`src/rtl/core/sle_pkg.sv`:
```
// ----------------------------------------------------------------------------
// sle_pkg
// Shared constants and types for the serial line editor.
// ----------------------------------------------------------------------------
package sle_pkg;

  localparam int MAX_BUFFER  = 64;
  localparam int STORE_DEPTH = MAX_BUFFER - 2;
  localparam int ADDR_W      = $clog2(STORE_DEPTH);
  localparam int FILL_W      = $clog2(STORE_DEPTH + 1);
  localparam int BYTE_W      = 8;
  localparam int KIND_W      = 2;
  localparam int SIZE_W      = 7;
  localparam int CFG_IDX_W   = 1;
  localparam int CFG_DATA_W  = SIZE_W;

  localparam logic [CFG_IDX_W-1:0] CFG_BUFFER_SIZE = 1'd0;
  localparam logic [CFG_IDX_W-1:0] CFG_ECHO_ENABLE = 1'd1;

  localparam logic [SIZE_W-1:0] BUFFER_SIZE_RST = SIZE_W'(MAX_BUFFER);

  localparam logic [KIND_W-1:0] KIND_ECHO   = 2'd0;
  localparam logic [KIND_W-1:0] KIND_CHAR   = 2'd1;
  localparam logic [KIND_W-1:0] KIND_CANCEL = 2'd2;

  localparam logic [BYTE_W-1:0] CH_NUL   = 8'h00;
  localparam logic [BYTE_W-1:0] CH_BS    = 8'h08;
  localparam logic [BYTE_W-1:0] CH_LF    = 8'h0A;
  localparam logic [BYTE_W-1:0] CH_CR    = 8'h0D;
  localparam logic [BYTE_W-1:0] CH_ESC   = 8'h1B;
  localparam logic [BYTE_W-1:0] CH_SPACE = 8'h20;
  localparam logic [BYTE_W-1:0] CH_TILDE = 8'h7E;
  localparam logic [BYTE_W-1:0] CH_DEL   = 8'h7F;

  typedef struct packed {
    logic [KIND_W-1:0] kind;
    logic [BYTE_W-1:0] data;
    logic              last;
  } sle_res_t;

  typedef struct packed {
    logic [FILL_W-1:0] room;
    logic              echo;
  } sle_cfg_t;

endpackage

```
`src/rtl/core/sle_if.sv`:
```
// ----------------------------------------------------------------------------
// sle_rx_if / sle_res_if
// Valid/ready channels for received bytes and editor results.
// ----------------------------------------------------------------------------
interface sle_rx_if;
  import sle_pkg::*;
  logic              valid;
  logic              ready;
  logic [BYTE_W-1:0] rx_byte;
  modport source (output valid, output rx_byte, input ready);
  modport sink   (input valid, input rx_byte, output ready);
endinterface

interface sle_res_if;
  import sle_pkg::*;
  logic              valid;
  logic              ready;
  logic [KIND_W-1:0] kind;
  logic [BYTE_W-1:0] out_byte;
  logic              last;
  modport source (output valid, output kind, output out_byte, output last, input ready);
  modport sink   (input valid, input kind, input out_byte, input last, output ready);
endinterface

```
`src/rtl/core/sle_ram.sv`:
```
// ----------------------------------------------------------------------------
// sle_ram
// Generic single-port-write, single-port-read RAM with registered read.
// ----------------------------------------------------------------------------
module sle_ram #(
  parameter int WIDTH = 8,
  parameter int DEPTH = 62
) (
  input  logic                     clk,
  input  logic                     we,
  input  logic [$clog2(DEPTH)-1:0] waddr,
  input  logic [WIDTH-1:0]         wdata,
  input  logic                     re,
  input  logic [$clog2(DEPTH)-1:0] raddr,
  output logic [WIDTH-1:0]         rdata
);

  logic [WIDTH-1:0] mem [DEPTH];
  logic [WIDTH-1:0] rdata_r;

  always_ff @(posedge clk) begin
    if (we) begin
      mem[waddr] <= wdata;
    end
    if (re) begin
      rdata_r <= mem[raddr];
    end
  end

  assign rdata = rdata_r;

endmodule

```
`src/rtl/core/sle_ctrl.sv`:
```
// ----------------------------------------------------------------------------
// sle_ctrl
// Byte decoder and line sequencer: edits the line store, drains it at
// line end and pushes results into the output queue.
// ----------------------------------------------------------------------------
module sle_ctrl (
  input  logic                          clk,
  input  logic                          rst_n,
  input  logic                          in_valid,
  input  logic [sle_pkg::BYTE_W-1:0]    in_byte,
  output logic                          in_ready,
  input  sle_pkg::sle_cfg_t             cfg,
  input  logic                          push_ok,
  output logic                          push,
  output sle_pkg::sle_res_t             res,
  output logic                          ram_we,
  output logic [sle_pkg::ADDR_W-1:0]    ram_waddr,
  output logic [sle_pkg::BYTE_W-1:0]    ram_wdata,
  output logic                          ram_re,
  output logic [sle_pkg::ADDR_W-1:0]    ram_raddr,
  input  logic [sle_pkg::BYTE_W-1:0]    ram_rdata
);
  import sle_pkg::*;

  localparam logic ST_IDLE  = 1'b0;
  localparam logic ST_FLUSH = 1'b1;

  logic              state_r, state_nxt;
  logic [FILL_W-1:0] fill_r, fill_nxt;
  logic [FILL_W-1:0] rd_idx_r, rd_idx_nxt;
  logic              pend_r, pend_nxt;

  logic accept;
  logic is_eol, is_bs, is_esc, is_prt;
  logic push_char, issue, drained;

  assign in_ready = (state_r == ST_IDLE) && push_ok;
  assign accept   = in_valid && in_ready;

  assign is_eol = (in_byte == CH_LF) || (in_byte == CH_CR);
  assign is_bs  = (in_byte == CH_BS) || (in_byte == CH_DEL);
  assign is_esc = (in_byte == CH_ESC);
  assign is_prt = (in_byte >= CH_SPACE) && (in_byte <= CH_TILDE);

  assign push_char = pend_r && push_ok;
  assign issue     = (rd_idx_r < fill_r) && (!pend_r || push_char);
  assign drained   = !pend_r && (rd_idx_r == fill_r);

  assign ram_waddr = fill_r[ADDR_W-1:0];
  assign ram_wdata = in_byte;
  assign ram_raddr = rd_idx_r[ADDR_W-1:0];

  always_comb begin
    state_nxt  = state_r;
    fill_nxt   = fill_r;
    rd_idx_nxt = rd_idx_r;
    pend_nxt   = pend_r;
    push       = 1'b0;
    res        = '{kind: KIND_ECHO, data: in_byte, last: 1'b1};
    ram_we     = 1'b0;
    ram_re     = 1'b0;
    case (state_r)
      ST_IDLE: begin
        if (accept) begin
          if (is_eol) begin
            push       = cfg.echo;
            res        = '{kind: KIND_ECHO, data: CH_LF, last: 1'b0};
            rd_idx_nxt = '0;
            pend_nxt   = 1'b0;
            state_nxt  = ST_FLUSH;
          end else if (is_bs) begin
            if (fill_r != '0) begin
              fill_nxt = fill_r - FILL_W'(1);
              push     = cfg.echo;
            end
          end else if (is_esc) begin
            fill_nxt = '0;
            push     = 1'b1;
            res      = '{kind: KIND_CANCEL, data: CH_NUL, last: 1'b1};
          end else if (is_prt) begin
            push = cfg.echo;
            if (fill_r < cfg.room) begin
              ram_we   = 1'b1;
              fill_nxt = fill_r + FILL_W'(1);
            end
          end
        end
      end
      ST_FLUSH: begin
        ram_re = issue;
        if (issue) begin
          rd_idx_nxt = rd_idx_r + FILL_W'(1);
        end
        pend_nxt = issue || (pend_r && !push_char);
        if (push_char) begin
          push = 1'b1;
          res  = '{kind: KIND_CHAR, data: ram_rdata, last: 1'b0};
        end else if (drained && push_ok) begin
          push      = 1'b1;
          res       = '{kind: KIND_CHAR, data: CH_LF, last: 1'b1};
          fill_nxt  = '0;
          state_nxt = ST_IDLE;
        end
      end
      default: begin
        state_nxt = ST_IDLE;
      end
    endcase
  end

  always_ff @(posedge clk) begin
    if (!rst_n) begin
      state_r  <= ST_IDLE;
      fill_r   <= '0;
      rd_idx_r <= '0;
      pend_r   <= 1'b0;
    end else begin
      state_r  <= state_nxt;
      fill_r   <= fill_nxt;
      rd_idx_r <= rd_idx_nxt;
      pend_r   <= pend_nxt;
    end
  end

endmodule

```
`src/rtl/core/serial_line_editor.sv`:
```
// ----------------------------------------------------------------------------
// serial_line_editor
// Line editor for received serial bytes with optional terminal echo.
// ----------------------------------------------------------------------------
// Usage:
//   in_ch carries one received byte per transaction; out_ch carries results
//   (kind, out_byte, last). cfg_we/cfg_index/cfg_data write buffer_size
//   (index 0) and echo_enable (index 1); the user is to write them only
//   while the block is idle, as the block itself does not enforce this.
//   Editing bytes (printable, backspace, DEL, escape) give at most one
//   result, held in the output queue from the cycle after the input
//   transaction. A line end switches to a flush that reads the line RAM
//   once per stored character: a first RAM read, then one result per cycle
//   while the output queue has room. The echo (if on) is queued by the line
//   end transaction itself, and a newline marked last closes the flush.
//   The output side is a two-entry queue: a new byte is taken while one
//   result still waits; with both entries full and none leaving, or during
//   a flush, in_ch ready is low. Receiver stalls hold the flush in place.
//   Reset (rst_n low, synchronous) empties the line and the queue, sets
//   buffer_size to 64 and echo off. The line RAM is not cleared; only
//   written entries are ever read.
// ----------------------------------------------------------------------------
module serial_line_editor (
  input  logic                              clk,
  input  logic                              rst_n,
  sle_rx_if.sink                            in_ch,
  sle_res_if.source                         out_ch,
  input  logic                              cfg_we,
  input  logic [sle_pkg::CFG_IDX_W-1:0]     cfg_index,
  input  logic [sle_pkg::CFG_DATA_W-1:0]    cfg_data
);
  import sle_pkg::*;

  logic [SIZE_W-1:0] buf_size_r;
  logic              echo_r;
  sle_cfg_t          cfg;

  sle_res_t          q_r [2];
  logic              wptr_r, rptr_r;
  logic [1:0]        cnt_r, cnt_nxt;

  logic              push, pop, push_ok;
  sle_res_t          res;

  logic              ram_we, ram_re;
  logic [ADDR_W-1:0] ram_waddr, ram_raddr;
  logic [BYTE_W-1:0] ram_wdata, ram_rdata;

  always_ff @(posedge clk) begin
    if (!rst_n) begin
      buf_size_r <= BUFFER_SIZE_RST;
      echo_r     <= 1'b0;
    end else if (cfg_we) begin
      case (cfg_index)
        CFG_BUFFER_SIZE: buf_size_r <= cfg_data;
        CFG_ECHO_ENABLE: echo_r     <= cfg_data[0];
        default: ;
      endcase
    end
  end

  always_comb begin
    if (buf_size_r > SIZE_W'(MAX_BUFFER)) begin
      cfg.room = FILL_W'(STORE_DEPTH);
    end else if (buf_size_r < SIZE_W'(2)) begin
      cfg.room = '0;
    end else begin
      cfg.room = FILL_W'(buf_size_r - SIZE_W'(2));
    end
    cfg.echo = echo_r;
  end

  assign pop     = out_ch.valid && out_ch.ready;
  assign push_ok = (cnt_r != 2'd2) || pop;
  assign cnt_nxt = cnt_r + {1'b0, push} - {1'b0, pop};

  always_ff @(posedge clk) begin
    if (!rst_n) begin
      wptr_r <= 1'b0;
      rptr_r <= 1'b0;
      cnt_r  <= '0;
    end else begin
      cnt_r <= cnt_nxt;
      if (push) begin
        wptr_r <= ~wptr_r;
      end
      if (pop) begin
        rptr_r <= ~rptr_r;
      end
    end
  end

  always_ff @(posedge clk) begin
    if (push) begin
      q_r[wptr_r] <= res;
    end
  end

  assign out_ch.valid    = (cnt_r != '0);
  assign out_ch.kind     = q_r[rptr_r].kind;
  assign out_ch.out_byte = q_r[rptr_r].data;
  assign out_ch.last     = q_r[rptr_r].last;

  sle_ctrl u_ctrl (
    .clk       (clk),
    .rst_n     (rst_n),
    .in_valid  (in_ch.valid),
    .in_byte   (in_ch.rx_byte),
    .in_ready  (in_ch.ready),
    .cfg       (cfg),
    .push_ok   (push_ok),
    .push      (push),
    .res       (res),
    .ram_we    (ram_we),
    .ram_waddr (ram_waddr),
    .ram_wdata (ram_wdata),
    .ram_re    (ram_re),
    .ram_raddr (ram_raddr),
    .ram_rdata (ram_rdata)
  );

  sle_ram #(
    .WIDTH (BYTE_W),
    .DEPTH (STORE_DEPTH)
  ) u_line_ram (
    .clk   (clk),
    .we    (ram_we),
    .waddr (ram_waddr),
    .wdata (ram_wdata),
    .re    (ram_re),
    .raddr (ram_raddr),
    .rdata (ram_rdata)
  );

endmodule

```
`src/flat_wrapper.sv`:
```
// flat-port wrapper written by rule: the top's interface ports become plain ports
module serial_line_editor_flat import sle_pkg::*;
  (clk, rst_n, cfg_we, cfg_index, cfg_data, in_ch_valid, in_ch_rx_byte, in_ch_ready, out_ch_valid, out_ch_kind, out_ch_out_byte, out_ch_last, out_ch_ready);
  sle_rx_if in_ch_i ();
  sle_res_if out_ch_i ();
  input  logic clk;
  input  logic rst_n;
  input  logic cfg_we;
  input  logic [sle_pkg::CFG_IDX_W-1:0] cfg_index;
  input  logic [sle_pkg::CFG_DATA_W-1:0] cfg_data;
  input wire logic [$bits(in_ch_i.valid)-1:0] in_ch_valid;
  input wire logic [$bits(in_ch_i.rx_byte)-1:0] in_ch_rx_byte;
  output wire logic [$bits(in_ch_i.ready)-1:0] in_ch_ready;
  output wire logic [$bits(out_ch_i.valid)-1:0] out_ch_valid;
  output wire logic [$bits(out_ch_i.kind)-1:0] out_ch_kind;
  output wire logic [$bits(out_ch_i.out_byte)-1:0] out_ch_out_byte;
  output wire logic [$bits(out_ch_i.last)-1:0] out_ch_last;
  input wire logic [$bits(out_ch_i.ready)-1:0] out_ch_ready;
  assign in_ch_i.valid = in_ch_valid;
  assign in_ch_i.rx_byte = in_ch_rx_byte;
  assign in_ch_ready = in_ch_i.ready;
  assign out_ch_valid = out_ch_i.valid;
  assign out_ch_kind = out_ch_i.kind;
  assign out_ch_out_byte = out_ch_i.out_byte;
  assign out_ch_last = out_ch_i.last;
  assign out_ch_i.ready = out_ch_ready;
  serial_line_editor u_core (.clk(clk), .rst_n(rst_n), .in_ch(in_ch_i), .out_ch(out_ch_i), .cfg_we(cfg_we), .cfg_index(cfg_index), .cfg_data(cfg_data));
endmodule
```
`config.mk`:
```
export PLATFORM = sky130hd
export DESIGN_NAME = serial_line_editor_flat
export DESIGN_NICKNAME = d
export VERILOG_FILES = /design/src/rtl/core/sle_pkg.sv /design/src/rtl/core/sle_if.sv /design/src/rtl/core/sle_ram.sv /design/src/rtl/core/sle_ctrl.sv /design/src/rtl/core/serial_line_editor.sv /design/src/flat_wrapper.sv
export SDC_FILE = /design/constraint.sdc
export NUM_CORES = 1
export LEC_CHECK = 0
export BUFFER_PORTS_ARGS = -buffer_cell sky130_fd_sc_hd__buf_2
export CELL_PAD_IN_SITES_DETAIL_PLACEMENT = 1
export CELL_PAD_IN_SITES_GLOBAL_PLACEMENT = 1
export CORE_ASPECT_RATIO = 1.2
export CORE_MARGIN = 2
export CORE_UTILIZATION = 55
export CTS_CLUSTER_SIZE = 30
export DETAILED_ROUTE_END_ITERATION = 8
export GPL_TIMING_DRIVEN = 0
export PLACE_DENSITY = 0.81
export SYNTH_ARGS = -nofsm -noshare
export SYNTH_HDL_FRONTEND = slang
export SYNTH_SLANG_ARGS = --single-unit
export TNS_END_PERCENT = 100
```
`constraint.sdc`:
```
create_clock -name clk -period 5.1 [get_ports clk]
set_clock_uncertainty 0.15 [all_clocks]
set_input_delay 1.02 -clock clk [delete_from_list [all_inputs] [get_ports clk]]
set_output_delay 1.02 -clock clk [all_outputs]
set_load 0.1 [all_outputs]
```
==> out/results.tsv <==
metric	value	unit
status	complete, no violations	
clock_latency	0.58	ns
route.detailed.drc	0	
crit_type	reg2reg	
dieArea	42500	um^2
max_cap_violations	0	
p_sw	2090	uW
crit_required	5.15	ns
first_global_vias	13300	
synthFlopType	edfxtp_1	
fmax	0.203	GHz
layout_min_cycle_time	4.93	ns
grt_max_degree	69	
synth_edf_count	526	
clock-sinks	553	
hold_path.class	reg2reg	
cp_max_fo	8	
io_pins	34	
clkPwrFrac	0.413	
drtPass1Iterations	5	
sequential_cell_area	16300	um^2
slew_viol_final	0	
nNetsFinal	1332	
finalSetupViolCount	0	
cp-start-kind	register	
cts_root_buf	clkbuf_16	
worst_pin_slew	1.45	ns
grt_pass1_wl	89.9	mm
share_comb_of_total_power	0.054	
hold_viol	0	
async_flop_share	0	
synth-seq-cells	553	
num_vias	12500	
via_per_inst	6.66	
wl	61.8	mm
cp.arrival	4.98	ns
period_share	0.967	
grt.total_usage	0.299	
switching_share	0.222	
p_leak	0.00773	uW
syn_avg_cell_area	18.6	um^2
antenna_found_initial	1	
ys_types	65	
dieWidth	189	um
p_int	7310	uW
synth_cells	1206	
p_per_area	376	nW/um^2
min_path_cells	2	
cts_tree	done	
grt_overflow	0	
start_util	0.555	
drive_above_1_share	0.235	
cts_buffer_depth	3	
syn_nets	1246	
path_clk_slew	0.07	ns
fillers	3473	
rsz0062_at_grt	true	
cts_inserted_buffers	51	
rows	81	
yosys_warnings	0	
r2r_cells	12	
die_h	225	um
tns	0	ns
post-dp-hpwl	38.7	mm
core	40500	um^2
antenna_left	0	
peakVddDrop	0.295	mV
dp_slack	-0.280	ns
areaGrowthSynthToFinish	11.3	%
syn_area	22500	um^2
cts_setup_buffers	0	
wl_per_cell	33.0	um
cp-end-kind	register	
cts-htree-levels	2	
maxSlewHeadroom	0.0342	
multiInputGateArea	5820	um^2
port_buffers	33	
gp_congestion	0.858	
yosysSeqAreaShare	0.727	
drtIter0Drc	1352	
p_seq_frac	0.533	
worst_slack	0.167	ns
==> through the flow <==
stage                     area, um^2  power [uW]  hold WS, ns  utilization  std cells
after floorplan                22500        5450        0.287            -       1206
after global placement         23300        5590        0.313        0.575       1778
after detailed placement       23300        5610        0.315        0.575       1778
after CTS                      25000        9430        0.327        0.616       1872
after global routing           25000        9590        0.360        0.617       1872
final                          25000        9400        0.320        0.617       1874
==> critical path, cell delays in order, from the launching register on <==
cell and delay (ns):
dfxtp_1 0.33, inv_1 0.10, ha_1 0.21, or4b_1 0.50, nor2_1 0.23, o21a_1 0.17
ha_1 0.24, a211oi_1 0.23, nor2_1 0.08, a2111o_1 0.51, nor3_1 0.52, nand2_1 0.46
nor2_1 0.82
==> worst paths after layout <==
path / from / to / slack (ns)
hold / removal: u_core.echo_r / u_core.echo_r / 0.32
setup reg to reg: u_core.buf_size_r[1] / u_core.u_line_ram.mem[19][3] / 0.17
setup / recovery: u_core.buf_size_r[1] / u_core.u_line_ram.mem[19][3] / 0.17
hold reg to reg: u_core.echo_r / u_core.echo_r / 0.32
==> layout make-up <==
cell class / instances / area share
Multi-Input combinational cell: 581 / 0.233
Clock buffer: 62 / 0.0527
Clock inverter: 32 / 0.0139
Inverter: 18 / 0.00270
Sequential cell: 553 / 0.653
Tap cell: 539 / 0.0270
Buffer: 54 / 0.0114
Antenna cell: 2 / 0.000200
Timing Repair Buffer: 33 / 0.00680
==> repair_timing <==
action	CTS	global route
hold buffers	0	0
resized for setup	0	10
endpoints found under the setup margin	0	129
==> sequential cells by signal, summed over array words and instances, names as in the netlist, named ones only <==
register / count
u_core.buf_size_r: 7
u_core.q_r: 22
u_core.echo_r: 1
u_core.u_ctrl.ram_waddr: 6
u_core.u_ctrl.state_r: 1
u_core.cnt_r: 2
u_core.u_line_ram.mem: 496
u_core.wptr_r: 1
u_core.u_ctrl.pend_r: 1
u_core.u_line_ram.rdata: 8
u_core.rptr_r: 1
u_core.u_ctrl.ram_raddr: 6
==> routing by layer <==
metal | up-vias | track usage | part of all wire
met2 | 833 | 0.502 | 0.50
met4 | 0 | 0.158 | 0.058
li1 | 5056 | - | -
met5 | - | 0 | 0
met3 | 197 | 0.0515 | 0.089
met1 | 6389 | 0.375 | 0.36
==> power groups by stage <==
| stage | combinational (uW) | sequential (uW) | clock (uW) |
|---|---|---|---|
| 2_1_floorplan | 351 | 5100 | 0 |
| 3_3_place_gp | 483 | 5110 | 0 |
| 3_5_place_dp | 503 | 5110 | 0 |
| 4_1_cts | 506 | 5010 | 3910 |
| 5_1_grt | 535 | 5010 | 4050 |
| 6_report | 506 | 5010 | 3880 |
==> cell families (layout without fill, tap and decap cells) <==
family	after synthesis	after routing	share of synthesized area
flip-flops	553	553	0.727
buffers and inverters	72	199	0.0157
other	0	2	0
multiplexers	191	191	0.155
AND/OR/NAND/NOR	236	236	0.0483
XOR/XNOR	10	10	0.00390
AO/OA/AOI/OAI	125	125	0.0399
adder cells (fa/ha/maj)	19	19	0.0106
==> layout by cell type (no fill, tap or decap), types with 4 or more instances in the layout <==
| cell | Yosys | final |
|---|---|---|
| nand3_1 | 23 | 23 |
| edfxtp_1 | 526 | 526 |
| mux2i_1 | 40 | 40 |
| nand2b_1 | 4 | 4 |
| dfxtp_1 | 27 | 27 |
| and2_1 | 8 | 8 |
| ha_1 | 19 | 19 |
| nor2_2 | 0 | 10 |
| buf_4 | 7 | 9 |
| nor2_1 | 104 | 94 |
| mux2_2 | 28 | 28 |
| clkinv_2 | 0 | 9 |
| o21ai_0 | 17 | 17 |
| nand2_1 | 50 | 50 |
| inv_1 | 17 | 17 |
| buf_2 | 21 | 52 |
| a22oi_1 | 7 | 7 |
| xnor2_1 | 9 | 9 |
| buf_6 | 4 | 4 |
| nor2b_1 | 17 | 17 |
| clkinv_1 | 1 | 10 |
| o21a_1 | 6 | 6 |
| clkbuf_16 | 0 | 51 |
| inv_6 | 0 | 4 |
| nor3_1 | 8 | 8 |
| a211oi_1 | 20 | 20 |
| mux4_2 | 123 | 123 |
| o211ai_1 | 4 | 4 |
| bufinv_16 | 0 | 7 |
| a32o_1 | 4 | 4 |
| clkbuf_1 | 20 | 31 |
| o221ai_1 | 7 | 7 |
| a21oi_1 | 30 | 30 |
==> synth_stat cells, types with 2 or more instances <==
library cell / n / area share
nand3_1: 23 / 0.0051
or3_1: 2 / 0.00056
a211oi_1: 20 / 0.0067
and2_1: 8 / 0.0022
nor3b_1: 3 / 0.0010
nor2b_1: 17 / 0.0047
a22oi_1: 7 / 0.0023
a311oi_1: 3 / 0.0012
edfxtp_1: 526 / 0.70
o211ai_1: 4 / 0.0013
a32o_1: 4 / 0.0018
or2_2: 3 / 0.00083
buf_1: 2 / 0.00033
buf_6: 4 / 0.0020
nand2_1: 50 / 0.0083
mux2i_1: 40 / 0.018
inv_1: 17 / 0.0028
ha_1: 19 / 0.011
nor3_1: 8 / 0.0018
a22o_2: 2 / 0.00089
a21oi_1: 30 / 0.0067
a221o_1: 3 / 0.0013
a31oi_1: 2 / 0.00056
o21a_1: 6 / 0.0020
o2111ai_1: 2 / 0.00078
dfxtp_1: 27 / 0.024
o21ai_0: 17 / 0.0038
clkbuf_1: 20 / 0.0033
mux2_2: 28 / 0.014
buf_2: 21 / 0.0047
a21oi_2: 2 / 0.00078
nor2_1: 104 / 0.017
buf_4: 7 / 0.0023
a41oi_1: 2 / 0.00078
xnor2_1: 9 / 0.0035
nand2b_1: 4 / 0.0011
a22o_1: 2 / 0.00078
nand4_1: 3 / 0.00083
o221ai_1: 7 / 0.0027
mux4_2: 123 / 0.12
(Power assumes the default switching activity.)
